$ cat src/rtl/smau_pkg.sv
`default_nettype none
// ----------------------------------------------------------------------------
// Small matrix arithmetic unit: shared definitions
// Sizes, codes and the work-queue entry passed from front end to back end.
// ----------------------------------------------------------------------------
package smau_pkg;

   localparam int MAX_DIM     = 8;
   localparam int ELEM_WIDTH  = 32;
   localparam int DEPTH       = MAX_DIM * MAX_DIM;
   localparam int ADDR_W      = $clog2(DEPTH);
   localparam int DIM_W       = $clog2(MAX_DIM);
   localparam int DIMR_W      = 4;
   localparam int MODE_W      = 2;
   localparam int ACT_W       = 2;
   localparam int CSR_IDX_W   = 3;
   localparam int CSR_DATA_W  = 4;

   localparam int QUEUE_DEPTH = 2;
   localparam int QPTR_W      = $clog2(QUEUE_DEPTH);
   localparam int QCNT_W      = $clog2(QUEUE_DEPTH + 1);

   localparam int OQ_DEPTH    = 4;
   localparam int OQ_PTR_W    = $clog2(OQ_DEPTH);
   localparam int OQ_CNT_W    = $clog2(OQ_DEPTH + 1);

   localparam logic [CSR_IDX_W-1:0] CSR_MODE   = CSR_IDX_W'(0);
   localparam logic [CSR_IDX_W-1:0] CSR_ROWS_A = CSR_IDX_W'(1);
   localparam logic [CSR_IDX_W-1:0] CSR_COLS_A = CSR_IDX_W'(2);
   localparam logic [CSR_IDX_W-1:0] CSR_ROWS_B = CSR_IDX_W'(3);
   localparam logic [CSR_IDX_W-1:0] CSR_COLS_B = CSR_IDX_W'(4);

   typedef enum logic [MODE_W-1:0] {
      MODE_ADD,
      MODE_SUB,
      MODE_MUL,
      MODE_CMP
   } mode_type;

   typedef enum logic [ACT_W-1:0] {
      ACT_WR_A,
      ACT_WR_B,
      ACT_RUN,
      ACT_NONE
   } action_type;

   // Work kinds after classification; size mismatches are resolved here
   typedef enum logic [2:0] {
      KIND_WR_A,
      KIND_WR_B,
      KIND_ADD,
      KIND_SUB,
      KIND_MUL,
      KIND_CMP,
      KIND_PASS,
      KIND_CMP_MIS
   } kind_type;

   typedef enum logic {
      GEN_IDLE,
      GEN_RUN
   } gen_state_type;

   typedef struct packed {
      kind_type                kind;
      logic [ADDR_W-1:0]       index;
      logic [ELEM_WIDTH-1:0]   value;
      logic [DIM_W-1:0]        ra_m1;
      logic [DIM_W-1:0]        ca_m1;
      logic [DIM_W-1:0]        cb_m1;
      logic [ADDR_W-1:0]       nlast;
   } entry_type;

endpackage
`default_nettype wire

$ cat src/rtl/smau_queue.sv
`default_nettype none
// ----------------------------------------------------------------------------
// Work queue
// Short FIFO between the front end and the back end.
// ----------------------------------------------------------------------------
module smau_queue (
   input  wire logic                  clock,
   input  wire logic                  reset,
   input  wire logic                  push_valid,
   input  wire smau_pkg::entry_type   push_entry,
   output      logic                  full,
   output      logic                  empty,
   input  wire logic                  pop,
   output      smau_pkg::entry_type   head
);

   smau_pkg::entry_type                entries [smau_pkg::QUEUE_DEPTH];
   logic [smau_pkg::QPTR_W-1:0]        wr_ptr_ff;
   logic [smau_pkg::QPTR_W-1:0]        wr_ptr_in;
   logic [smau_pkg::QPTR_W-1:0]        rd_ptr_ff;
   logic [smau_pkg::QPTR_W-1:0]        rd_ptr_in;
   logic [smau_pkg::QCNT_W-1:0]        count_ff;
   logic [smau_pkg::QCNT_W-1:0]        count_in;
   logic                               do_push;
   logic                               do_pop;

   assign full    = (count_ff == smau_pkg::QCNT_W'(smau_pkg::QUEUE_DEPTH));
   assign empty   = (count_ff == '0);
   assign do_push = push_valid && !full;
   assign do_pop  = pop && !empty;
   assign head    = entries[rd_ptr_ff];

   always_comb begin
      wr_ptr_in = wr_ptr_ff;
      rd_ptr_in = rd_ptr_ff;
      count_in  = count_ff;
      if (do_push) begin
         wr_ptr_in = (wr_ptr_ff == smau_pkg::QPTR_W'(smau_pkg::QUEUE_DEPTH - 1))
                   ? '0 : wr_ptr_ff + smau_pkg::QPTR_W'(1);
      end
      if (do_pop) begin
         rd_ptr_in = (rd_ptr_ff == smau_pkg::QPTR_W'(smau_pkg::QUEUE_DEPTH - 1))
                   ? '0 : rd_ptr_ff + smau_pkg::QPTR_W'(1);
      end
      if (do_push && !do_pop) begin
         count_in = count_ff + smau_pkg::QCNT_W'(1);
      end else if (do_pop && !do_push) begin
         count_in = count_ff - smau_pkg::QCNT_W'(1);
      end
   end

   always_ff @(posedge clock) begin
      if (reset) begin
         wr_ptr_ff <= '0;
         rd_ptr_ff <= '0;
         count_ff  <= '0;
      end else begin
         wr_ptr_ff <= wr_ptr_in;
         rd_ptr_ff <= rd_ptr_in;
         count_ff  <= count_in;
      end
   end

   always_ff @(posedge clock) begin
      if (do_push) begin
         entries[wr_ptr_ff] <= push_entry;
      end
   end

endmodule
`default_nettype wire

$ cat config.mk
export PLATFORM = sky130hd
export DESIGN_NAME = smau_queue
export DESIGN_NICKNAME = d
export VERILOG_FILES = /design/src/rtl/smau_pkg.sv /design/src/rtl/smau_queue.sv
export SDC_FILE = /design/constraint.sdc
export NUM_CORES = 1
export LEC_CHECK = 0
export ABC_CLOCK_PERIOD_IN_PS = 2600
export BUFFER_PORTS_ARGS = -buffer_cell sky130_fd_sc_hd__buf_2
export CORE_MARGIN = 5
export CORE_UTILIZATION = 46
export DETAILED_ROUTE_END_ITERATION = 10
export MAX_ROUTING_LAYER = met4
export PLACE_DENSITY = 0.7
export SLEW_MARGIN = 10
export SYNTH_ARGS = -nofsm -noshare
export SYNTH_HDL_FRONTEND = slang
export SYNTH_SLANG_ARGS = --single-unit
$ cat constraint.sdc
create_clock -name clock -period 2.6 [get_ports clock]
set_clock_uncertainty 0.1 [all_clocks]
set_input_delay 0.13 -clock clock [delete_from_list [all_inputs] [get_ports clock]]
set_output_delay 0.13 -clock clock [all_outputs]
set_load 0.05 [all_outputs]
==> results.txt <==
----------------------------------------------------
[Status]
  Result of the run ... completed

[Critical path]
  Crit start category ... flip-flop
  Critical path data required time ... 2.37 ns
  Arrival @ worst endpoint ... 1.79 ns
  Slowest stage cell, crit path ... mux2_2
  Largest fanout on the critical path ... 30
  Gate family responsible for the most delay along the worst path ... buffers and inverters
  Combined buffer and inverter count along the critical path ... 2
  Setup crit end kind ... output pin
  Category of the most critical setup path ... reg2out
  Largest stage delay, worst path ... 0.39 ns
  Cell breakdown of the critical path ... buf_4 -> mux2_2 -> buf_2

[Power]
  Largest voltage drop on the vdd net ... 0.000865 V
  Power consumption ... 6810 uW
  Leakage component of the power ... 0.00234 uW
  Power per cell area ... 1110 nW/um^2

[Logic synthesis]
  Yosys reg bits ... 117
  Sequential cell area fraction in the yosys report ... 81.5%
  Mean cell area of the mapped netlist ... 21.4 sq um
  Number of instances in the synthesized netlist ... 199
  Mapped Area ... 4250 sq um
  Synthesized netlist net count ... 260
  Number of different library cells in the post-synthesis netlist ... 14
  Yosys warning count ... 0

[Route]
  Antenna Violating Nets Remaining ... 0
  Violation count after the first detailed-route iteration ... 60
  Via count normalized by instance count ... between 4 and 5
  Routed wire length ... 8.03 mm
  DRC violations left ... 0
  Routed vias ... 2434
  Routed length per placed instance ... 15.6 microns
  Pre-Repair DR Iteration Count ... 4

[STA]
  RSZ-0062 raised after global routing ... false
  Final max-slew violation count ... 0
  Final critical delay including setup and external delays ... between 2 and 2.5 ns
  Total Negative Setup Slacks ... 0 ns
  Highest Clock Rate ... 0.495 GHz
  Actual slew at the worst max-slew pin ... between 0.4 and 0.5 ns
  Final setup vio count ... 0
  Count of endpoints failing hold in the final timing report ... 0
  WHS ... 0.0622 ns
  Max-Slew Margin vs Limit ... 70.6%
  Period utilization ... 77.7%

[GRT]
  Global-route wire length before repair ... 13.3 mm
  Number of antenna violations at the first check in global routing ... 0
  Pin count of the biggest net entering global routing ... 57
  Number of global-route vias before repair ... 2751
  Global routing usage summed across all routing layers ... 15.9%
  Met3 routing resource usage after global routing ... 4.07%
  Remaining global-route overflow ... 0
  GRT busiest layer ... met2
  Met2 track demand over resource in global routing ... 25.9%
  Met1 capacity usage during global routing ... 18.3%

[Floorplanning]
  Die width ... 106 microns
  Floorplan die height ... 106 microns
  Std-Cell Rows ... 35
  Floorplan Core Area ... 9110 sq um
  Initial Utilization ... 46.7%
  Total die area ... 11300 sq um
  Top-level I/O count ... 118

[Layout]
  Net count reported at finish ... about 450
  Total inserted antenna cells ... 0
  Leading cell type in the layout, fill and taps excluded ... buf_2
  Area Overhead vs Synth ... 43.7%
  Most used cells in the layout excluding fill and tap cells ... buf_2, edfxtp_1, dlygate4sd3_1, mux2_2, clkbuf_16
  Non-Filler Instances ... between 500 and 600
  Final standard cell utilization of the core ... 67.1%
  Fraction of layout instances using a drive strength above 1 ... 51.4%

[Run]
  Maximum capacitance violations ... 0

[Clock network]
  CTS Buf Count ... 17
  Sinks on Clock Net ... 117
  Post-CTS setup buffer count ... 0
  Clock tree from TritonCTS ... built
  Total number of H-tree levels ... 4
  Clock slew at the register clock pins of the worst setup and hold paths ... 0.05 ns
  Worst skew pair latency ... 0.50 ns
  Clock root buffer ... clkbuf_8
  Max Root-Sink Buffers ... 2

[Placement]
  Detail Placement HPWL ... 4.79 mm
  Gpl congestion ... ~0.71
  Number of buffer cells added on primary ports ... 117
  Placed insts ... 426

[Worst hold path]
  Kind of path behind the tightest hold check ... in2reg

----------------------------------------------------
Yosys cell counts:
library cell / count / share of area (%)
edfxtp_1: 112 / 79
mux2_2: 56 / 15
dfxtp_1: 5 / 2.4
nor2_1: 5 / 0.44
buf_4: 4 / 0.71
o21ai_0: 3 / 0.35
xor2_1: 3 / 0.62
a21oi_1: 2 / 0.24
buf_2: 2 / 0.24
inv_1: 2 / 0.18
or3_1: 2 / 0.29
and2_1: 1 / 0.15
ha_1: 1 / 0.29
nor2b_2: 1 / 0.21
where the power goes:
part | total (uW) | internal [uW] | switching [uW]
Clock | 2100 | 1340 | 751
Combinational | 2270 | 659 | 1610
Sequential | 2440 | 2370 | 67.1
Total | 6810 | 4380 | 2430
what timing repair did:
item / 4_1_cts / 5_1_grt
hold buffers: 58 / 0
resized for setup: 0 / 0
setup endpoints to repair: 0 / 0
endpoints found under the hold margin: 117 / 0
stage by stage:
stage	area [sq um]	setup slack (ns)
final	6110	0.580
after global routing	6110	0.501
after CTS	6110	0.532
after detailed placement	4990	0.807
after global placement	4990	0.865
after floorplan	4250	0.00958
sequential cells by signal (all words and copies together) (netlist names), named ones only:
name,count
entries,112
count_ff,2
rd_ptr_ff,1
wr_ptr_ff,1
area by class of cell:
type	instances	area, sq um
clock buffer	21	429
multi-input combinational	74	742
sequential	117	3460
inverter	2	7.51
tap	111	139
fill	622	3000
timing repair buffer	180	1220
clock inverter	11	110
kinds of logic after synthesis:
kind of cell / share of synthesized area [%]
muxes: 14.8
AOI/OAI and AO/OA: 0.588
adders and majority gates: 0.294
and+or+nand+nor: 1.09
DFF: 81.5
buffers and inverters: 1.12
xor gates and xnor gates: 0.618
layer usage:
layer,part of all wire (%),wire length [microns]
met2,52,4200
met5,0,0
met3,4.5,364
met1,42,3340
met4,1.6,126
worst min-delay path: stages:
cell and delay, ns:
buf_2 0.10, o21ai_0 0.17, xor2_1 0.13, nor2_1 0.09
path summary, 6_finish.rpt:
path | start | end | slack, ns | cells after the start
worst min register to register | count_ff[1] | count_ff[1] | 0.43 | 2
worst max-delay path | flip-flop | head[15] | 0.58 | 3
worst min-delay path | pop | rd_ptr_ff | 0.06 | 4
worst max register to register | count_ff[0] | count_ff[1] | 0.78 | 4
(Power assumes the default switching activity.)
