<file path="config.mk">
export PLATFORM = sky130hd
export DESIGN_NAME = smau_front_flat
export DESIGN_NICKNAME = d
export VERILOG_FILES = /design/src/rtl/smau_pkg.sv /design/src/rtl/smau_req_if.sv /design/src/rtl/smau_front.sv /design/src/flat_wrapper.sv
export SDC_FILE = /design/constraint.sdc
export NUM_CORES = 1
export LEC_CHECK = 0
export BUFFER_PORTS_ARGS = -buffer_cell sky130_fd_sc_hd__buf_2
export CAP_MARGIN = 20
export CORE_ASPECT_RATIO = 0.9
export CORE_MARGIN = 2
export CORE_UTILIZATION = 47
export DETAILED_ROUTE_END_ITERATION = 7
export PLACE_DENSITY = 0.91
export SYNTH_ARGS = -nofsm -noshare
export SYNTH_HDL_FRONTEND = slang
export SYNTH_SLANG_ARGS = --single-unit
</file>
<file path="constraint.sdc">
create_clock -name clock -period 6.68 [get_ports clock]
set_input_delay 0.668 -clock clock [delete_from_list [all_inputs] [get_ports clock]]
set_output_delay 0.668 -clock clock [all_outputs]
set_load 0.05 [all_outputs]
</file>
<file path="src/rtl/smau_pkg.sv">
`default_nettype none
// ----------------------------------------------------------------------------
// Small matrix arithmetic unit: shared definitions
// Sizes, codes and the work-queue entry passed from front end to back end.
// ----------------------------------------------------------------------------
package smau_pkg;

   localparam int MAX_DIM     = 8;
   localparam int ELEM_WIDTH  = 32;
   localparam int DEPTH       = MAX_DIM * MAX_DIM;
   localparam int ADDR_W      = $clog2(DEPTH);
   localparam int DIM_W       = $clog2(MAX_DIM);
   localparam int DIMR_W      = 4;
   localparam int MODE_W      = 2;
   localparam int ACT_W       = 2;
   localparam int CSR_IDX_W   = 3;
   localparam int CSR_DATA_W  = 4;

   localparam int QUEUE_DEPTH = 2;
   localparam int QPTR_W      = $clog2(QUEUE_DEPTH);
   localparam int QCNT_W      = $clog2(QUEUE_DEPTH + 1);

   localparam int OQ_DEPTH    = 4;
   localparam int OQ_PTR_W    = $clog2(OQ_DEPTH);
   localparam int OQ_CNT_W    = $clog2(OQ_DEPTH + 1);

   localparam logic [CSR_IDX_W-1:0] CSR_MODE   = CSR_IDX_W'(0);
   localparam logic [CSR_IDX_W-1:0] CSR_ROWS_A = CSR_IDX_W'(1);
   localparam logic [CSR_IDX_W-1:0] CSR_COLS_A = CSR_IDX_W'(2);
   localparam logic [CSR_IDX_W-1:0] CSR_ROWS_B = CSR_IDX_W'(3);
   localparam logic [CSR_IDX_W-1:0] CSR_COLS_B = CSR_IDX_W'(4);

   typedef enum logic [MODE_W-1:0] {
      MODE_ADD,
      MODE_SUB,
      MODE_MUL,
      MODE_CMP
   } mode_type;

   typedef enum logic [ACT_W-1:0] {
      ACT_WR_A,
      ACT_WR_B,
      ACT_RUN,
      ACT_NONE
   } action_type;

   // Work kinds after classification; size mismatches are resolved here
   typedef enum logic [2:0] {
      KIND_WR_A,
      KIND_WR_B,
      KIND_ADD,
      KIND_SUB,
      KIND_MUL,
      KIND_CMP,
      KIND_PASS,
      KIND_CMP_MIS
   } kind_type;

   typedef enum logic {
      GEN_IDLE,
      GEN_RUN
   } gen_state_type;

   typedef struct packed {
      kind_type                kind;
      logic [ADDR_W-1:0]       index;
      logic [ELEM_WIDTH-1:0]   value;
      logic [DIM_W-1:0]        ra_m1;
      logic [DIM_W-1:0]        ca_m1;
      logic [DIM_W-1:0]        cb_m1;
      logic [ADDR_W-1:0]       nlast;
   } entry_type;

endpackage
`default_nettype wire

</file>
<file path="src/rtl/smau_req_if.sv">
`default_nettype none
// ----------------------------------------------------------------------------
// Request channel
// Valid/ready channel carrying store writes and run commands.
// ----------------------------------------------------------------------------
interface smau_req_if;
   logic                                       valid;
   logic                                       ready;
   logic [smau_pkg::ACT_W-1:0]                 action;
   logic [smau_pkg::ADDR_W-1:0]                elem_index;
   logic signed [smau_pkg::ELEM_WIDTH-1:0]     elem_value;

   modport source (output valid, action, elem_index, elem_value, input ready);
   modport sink   (input valid, action, elem_index, elem_value, output ready);
endinterface
`default_nettype wire

</file>
<file path="src/rtl/smau_front.sv">
`default_nettype none
// ----------------------------------------------------------------------------
// Front end
// Holds the configuration registers, accepts requests and classifies them
// into work-queue entries with clamped sizes.
// ----------------------------------------------------------------------------
module smau_front (
   input  wire logic                                clock,
   input  wire logic                                reset,
   smau_req_if.sink                                 req_chan,
   input  wire logic                                csr_wr_en,
   input  wire logic [smau_pkg::CSR_IDX_W-1:0]      csr_index,
   input  wire logic [smau_pkg::CSR_DATA_W-1:0]     csr_wdata,
   output      logic                                push_valid,
   output      smau_pkg::entry_type                 push_entry,
   input  wire logic                                q_full
);

   smau_pkg::mode_type                   mode_ff;
   logic [smau_pkg::DIMR_W-1:0]          rows_a_ff;
   logic [smau_pkg::DIMR_W-1:0]          cols_a_ff;
   logic [smau_pkg::DIMR_W-1:0]          rows_b_ff;
   logic [smau_pkg::DIMR_W-1:0]          cols_b_ff;

   logic [smau_pkg::DIM_W-1:0]           ra_m1;
   logic [smau_pkg::DIM_W-1:0]           ca_m1;
   logic [smau_pkg::DIM_W-1:0]           rb_m1;
   logic [smau_pkg::DIM_W-1:0]           cb_m1;
   logic [2*smau_pkg::DIM_W+1:0]         n_elems;
   logic                                 same_size;
   logic                                 mul_fit;
   smau_pkg::kind_type                   run_kind;
   smau_pkg::action_type                 action;

   // size minus one, with zero taken as one and anything too large as the maximum
   function automatic logic [smau_pkg::DIM_W-1:0] clamp_m1(
      input logic [smau_pkg::DIMR_W-1:0] d);
      logic [smau_pkg::DIMR_W-1:0] c;
      if (d == '0) begin
         c = smau_pkg::DIMR_W'(1);
      end else if (d > smau_pkg::DIMR_W'(smau_pkg::MAX_DIM)) begin
         c = smau_pkg::DIMR_W'(smau_pkg::MAX_DIM);
      end else begin
         c = d;
      end
      return smau_pkg::DIM_W'(c - smau_pkg::DIMR_W'(1));
   endfunction

   always_ff @(posedge clock) begin
      if (reset) begin
         mode_ff   <= smau_pkg::MODE_ADD;
         rows_a_ff <= smau_pkg::DIMR_W'(smau_pkg::MAX_DIM);
         cols_a_ff <= smau_pkg::DIMR_W'(smau_pkg::MAX_DIM);
         rows_b_ff <= smau_pkg::DIMR_W'(smau_pkg::MAX_DIM);
         cols_b_ff <= smau_pkg::DIMR_W'(smau_pkg::MAX_DIM);
      end else if (csr_wr_en) begin
         unique case (csr_index)
            smau_pkg::CSR_MODE: begin
               mode_ff <= smau_pkg::mode_type'(csr_wdata[smau_pkg::MODE_W-1:0]);
            end
            smau_pkg::CSR_ROWS_A: begin
               rows_a_ff <= csr_wdata;
            end
            smau_pkg::CSR_COLS_A: begin
               cols_a_ff <= csr_wdata;
            end
            smau_pkg::CSR_ROWS_B: begin
               rows_b_ff <= csr_wdata;
            end
            smau_pkg::CSR_COLS_B: begin
               cols_b_ff <= csr_wdata;
            end
            default: begin
            end
         endcase
      end
   end

   always_comb begin
      ra_m1     = clamp_m1(rows_a_ff);
      ca_m1     = clamp_m1(cols_a_ff);
      rb_m1     = clamp_m1(rows_b_ff);
      cb_m1     = clamp_m1(cols_b_ff);
      same_size = (ra_m1 == rb_m1) && (ca_m1 == cb_m1);
      mul_fit   = (ca_m1 == rb_m1);
      n_elems   = ((2*smau_pkg::DIM_W+2)'(ra_m1) + (2*smau_pkg::DIM_W+2)'(1))
                * ((2*smau_pkg::DIM_W+2)'(ca_m1) + (2*smau_pkg::DIM_W+2)'(1));

      unique case (mode_ff)
         smau_pkg::MODE_ADD: run_kind = same_size ? smau_pkg::KIND_ADD : smau_pkg::KIND_PASS;
         smau_pkg::MODE_SUB: run_kind = same_size ? smau_pkg::KIND_SUB : smau_pkg::KIND_PASS;
         smau_pkg::MODE_MUL: run_kind = mul_fit ? smau_pkg::KIND_MUL : smau_pkg::KIND_PASS;
         smau_pkg::MODE_CMP: run_kind = same_size ? smau_pkg::KIND_CMP
                                                  : smau_pkg::KIND_CMP_MIS;
         default:            run_kind = smau_pkg::KIND_PASS;
      endcase
   end

   assign action = smau_pkg::action_type'(req_chan.action);

   always_comb begin
      push_entry.index = req_chan.elem_index;
      push_entry.value = req_chan.elem_value;
      push_entry.ra_m1 = ra_m1;
      push_entry.ca_m1 = ca_m1;
      push_entry.cb_m1 = cb_m1;
      push_entry.nlast = smau_pkg::ADDR_W'(n_elems - (2*smau_pkg::DIM_W+2)'(1));
      unique case (action)
         smau_pkg::ACT_WR_A: push_entry.kind = smau_pkg::KIND_WR_A;
         smau_pkg::ACT_WR_B: push_entry.kind = smau_pkg::KIND_WR_B;
         default:            push_entry.kind = run_kind;
      endcase
   end

   // the unused action is taken and dropped
   assign req_chan.ready = !q_full;
   assign push_valid     = req_chan.valid && !q_full && (action != smau_pkg::ACT_NONE);

endmodule
`default_nettype wire

</file>
<file path="src/flat_wrapper.sv">
// flat-port wrapper written by rule: the top's interface ports become plain ports
module smau_front_flat 
  (clock, reset, csr_wr_en, csr_index, csr_wdata, push_valid, push_entry, q_full, req_chan_valid, req_chan_action, req_chan_elem_index, req_chan_elem_value, req_chan_ready);
  smau_req_if req_chan_i ();
  input  wire logic clock;
  input  wire logic reset;
  input  wire logic csr_wr_en;
  input  wire logic [smau_pkg::CSR_IDX_W-1:0] csr_index;
  input  wire logic [smau_pkg::CSR_DATA_W-1:0] csr_wdata;
  output      logic push_valid;
  output      smau_pkg::entry_type push_entry;
  input  wire logic q_full;
  input wire logic [$bits(req_chan_i.valid)-1:0] req_chan_valid;
  input wire logic [$bits(req_chan_i.action)-1:0] req_chan_action;
  input wire logic [$bits(req_chan_i.elem_index)-1:0] req_chan_elem_index;
  input wire logic [$bits(req_chan_i.elem_value)-1:0] req_chan_elem_value;
  output wire logic [$bits(req_chan_i.ready)-1:0] req_chan_ready;
  assign req_chan_i.valid = req_chan_valid;
  assign req_chan_i.action = req_chan_action;
  assign req_chan_i.elem_index = req_chan_elem_index;
  assign req_chan_i.elem_value = req_chan_elem_value;
  assign req_chan_ready = req_chan_i.ready;
  smau_front u_core (.clock(clock), .reset(reset), .req_chan(req_chan_i), .csr_wr_en(csr_wr_en), .csr_index(csr_index), .csr_wdata(csr_wdata), .push_valid(push_valid), .push_entry(push_entry), .q_full(q_full));
endmodule
</file>
==> flow_summary_export.csv <==
group,metric,value,unit
logic_synthesis,synthTopCellsByArea,"dfxtp_1, buf_4, ha_1",
cells_and_area,post-route-cell-area,1785,sq um
pwr,ir_drop,0.06683,mV
cells_and_area,regArea,360.3,sq um
place,gp_congestion,0.8990,
place,io_buffers,33,
place,dpl_cell_area,1744,sq um
routing,via_count,1311,
global_route,grt_usage,14.80,%
logic_synthesis,async_flop_share,0,%
logic_synthesis,syn_area,1829,sq um
pwr,power.leakage,0.7281,nW
global_route,grt_overflow,0,
cells_and_area,drive_above_1_share,21.95,%
critical_path,slowest_delay,530,ps
critical_path,crit_required,6010,ps
routing,drc_errors,0,
cts,path_clk_slew,60,ps
logic_synthesis,yosys_warnings,0,
cells_and_area,nNetsFinal,277,
logic_synthesis,synth_enable_flop_cells,0,
place,dp_cells,248,
logic_synthesis,avgSynthCellArea,8.669,sq um
global_route,antenna_found_initial,0,
min_path,hold_path_class,"reg -> reg",
logic_synthesis,synth_top_cell_area_share,19.70,%
cts,ctsResizeCount,0,
logic_synthesis,netlist_instances,211,
routing,dr.pass1.iters,4,
cts,root_buffer,"clkbuf_8",
critical_path,end_kind,"output port",
cts,numCtsBuffers,3,
logic_synthesis,yosysMostFrequentCell,"buf_4",
logic_synthesis,ys_types,43,
cts,postCtsSetupBuffers,0,
routing,initialDrtViolationCount,87,
critical_path,crit_type,"reg -> out",
cells_and_area,instances_no_fill,251,
timing,max_slew_margin,44.73,%
timing,max_freq,177.8,MHz
outcome,status,"finished clean",
global_route,grt_pass1_vias,1257,
logic_synthesis,synth_largest_area_cell,"dfxtp_1",
critical_path,arrival,4960,ps
critical_path,critPathLaunchType,"flop",
cts,cts_sinks,18,
floorplanning,die_area,4408,sq um
floorplanning,core-area,3731,sq um
flow_run,max-cap-violations,0,
cells_and_area,fillers,364,
timing,drv_slew,0,
cts,clk_latency,240,ps
critical_path,cp_cell_sequence,"nor2_1, o21ba_1, clkinv_8, ha_1, inv_1, xnor2_1, nand2_1, ha_1, fa_1, inv_1, fa_1, ha_1, a21o_1, a21oi_1, xnor2_1, xnor2_1, xnor2_1, buf_2",
timing,fin_worst_skew,0,ps
cts,htreeDepth,1,
cts,cts_tree,"yes",
cts,clock_path_buffers,2,
timing,setup_violations,0,
cells_and_area,diodes,0,
critical_path,path_common_cell,"xnor2_1",
cells_and_area,area_delta_synth_final,-2.394,%
logic_synthesis,synth_ff_type,"dfxtp_1",
cells_and_area,multi_input_area,1092,sq um
routing,wl_per_cell,12.59,um
floorplanning,start_util,49.03,%
global_route,grt_max_degree,19,
logic_synthesis,ys_seq_area_share,19.70,%
pwr,cellPowerDensity,146.9,nW/um^2
routing,drtAntennaViolNets,0,
timing,hold_violations,0,
place,dp_hpwl,2529,um
critical_path,crit_slowest_cell,"fa_1",
routing,totalWireLength,3159,um
logic_synthesis,syn_nets,281,
logic_synthesis,synth_common_cells,"buf_4, nor2_1, dfxtp_1, xnor2_1",
routing,vias_per_cell,5.223,
cts,cts_hold_buffers,0,
floorplanning,ios,110,
timing,worst_pin_slew,822.7,ps
min_path,hold_depth,2,
floorplanning,num_rows,21,
critical_path,rr_worst_depth,2,
timing,grt_setup_unrepaired,"no",
floorplanning,die_w,69.76,um
timing,post-route-period-util,84.21,%
floorplanning,fp.dieH,63.19,um
timing,finalCriticalPeriod,5626,ps
timing,tns,0,ps
logic_synthesis,synth_seq_cells,18,
global_route,grt_pass1_wl,5478,um
critical_path,crit_fanout,8,
-- final cells by class --
type | instances | share of cell area, %
inverter | 15 | 3.854
multi-input combinational | 136 | 61.18
timing repair buffer | 33 | 9.250
tap | 46 | 3.224
sequential | 18 | 20.18
clock buffer | 3 | 2.313
-- routing by layer --
| metal | vias up | GRT usage [%] | share of wire [%] |
|---|---|---|---|
| met2 | 52 | 23.10 | 44 |
| met4 | 0 | 4.567 | 0.73 |
| li1 | 641 | - | - |
| met1 | 610 | 20.75 | 47 |
| met3 | 8 | 2.720 | 7.6 |
| met5 | - | 0 | 0 |
-- worst max-delay path: cells and delay by family (launching register included) --
family,cells,cell delay (ps)
compound gates,3,830
xor+xnor,4,720
fa+ha+maj,5,2080
buf+inv,4,540
flops,1,320
simple gates,2,210
-- placed cells by master (no fill, tap or decap), types with 2 or more instances in the layout --
cell and instances:
buf_2 33, nor2_1 21, dfxtp_1 18, xnor2_1 16, inv_1 14, mux2i_1 14
nand2_1 13, ha_1 13, nor2b_1 7, fa_1 5, a21oi_1 4, xor2_1 4
a211o_1 4, nand2b_1 3, nand3_1 3, clkbuf_8 3, and2b_1 2, xnor2_2 2
a21o_1 2, nor3b_1 2
-- report_power, final --
group	leakage [nW]	internal, mW	switching, mW
clock	0.0216	0.0399	0.0314
sequential	0.146	0.110	0.00256
combinational	0.561	0.0271	0.0513
total	0.728	0.177	0.0852
-- registers in the layout, indices dropped and copies added (netlist names) --
name              flops
u_core.mode_ff        2
u_core.cols_b_ff      4
u_core.rows_b_ff      4
u_core.rows_a_ff      4
u_core.cols_a_ff      4
-- cells by family (layout without fill, tap and decap cells) --
kind of cell | count (synthesis) | count (layout) | synth area share (%)
AOI/OAI and AO/OA | 18 | 18 | 7.729
xor gates and xnor gates | 22 | 22 | 11.35
adders and majority gates | 18 | 18 | 14.36
buffers and inverters | 57 | 51 | 20.59
DFF | 18 | 18 | 19.70
muxes | 14 | 14 | 7.660
and+or+nand+nor | 64 | 64 | 18.61
-- per-stage QoR --
| stage | setup WS (ps) | util [%] | power, mW | hold WS (ps) |
|---|---|---|---|---|
| floorplan | 939.6 | - | 0.2372 | 454.3 |
| global placement | 1461 | 46.75 | 0.1920 | 472.3 |
| detailed placement | 1367 | 46.75 | 0.1931 | 487.8 |
| CTS | 1088 | 47.85 | 0.2651 | 502.6 |
| global route | 671.1 | 47.85 | 0.2756 | 548.6 |
| finish | 1054 | 47.85 | 0.2624 | 508.0 |
-- final timing paths --
check,startpoint,end,slack (ps)
hold / removal,u_core.cols_b_ff[0]$_SDFFE_PP0P_,u_core.cols_b_ff[0]$_SDFFE_PP0P_,510
hold reg to reg,u_core.cols_b_ff[0]$_SDFFE_PP0P_,u_core.cols_b_ff[0]$_SDFFE_PP0P_,510
setup / recovery,u_core.rows_a_ff[1]$_SDFFE_PP0P_,push_entry[5],1050
setup reg to reg,u_core.cols_a_ff[3]$_SDFFE_PP1P_,u_core.cols_a_ff[3]$_SDFFE_PP1P_,5770
No activity file was read; power rests on OpenSTA's default activity.
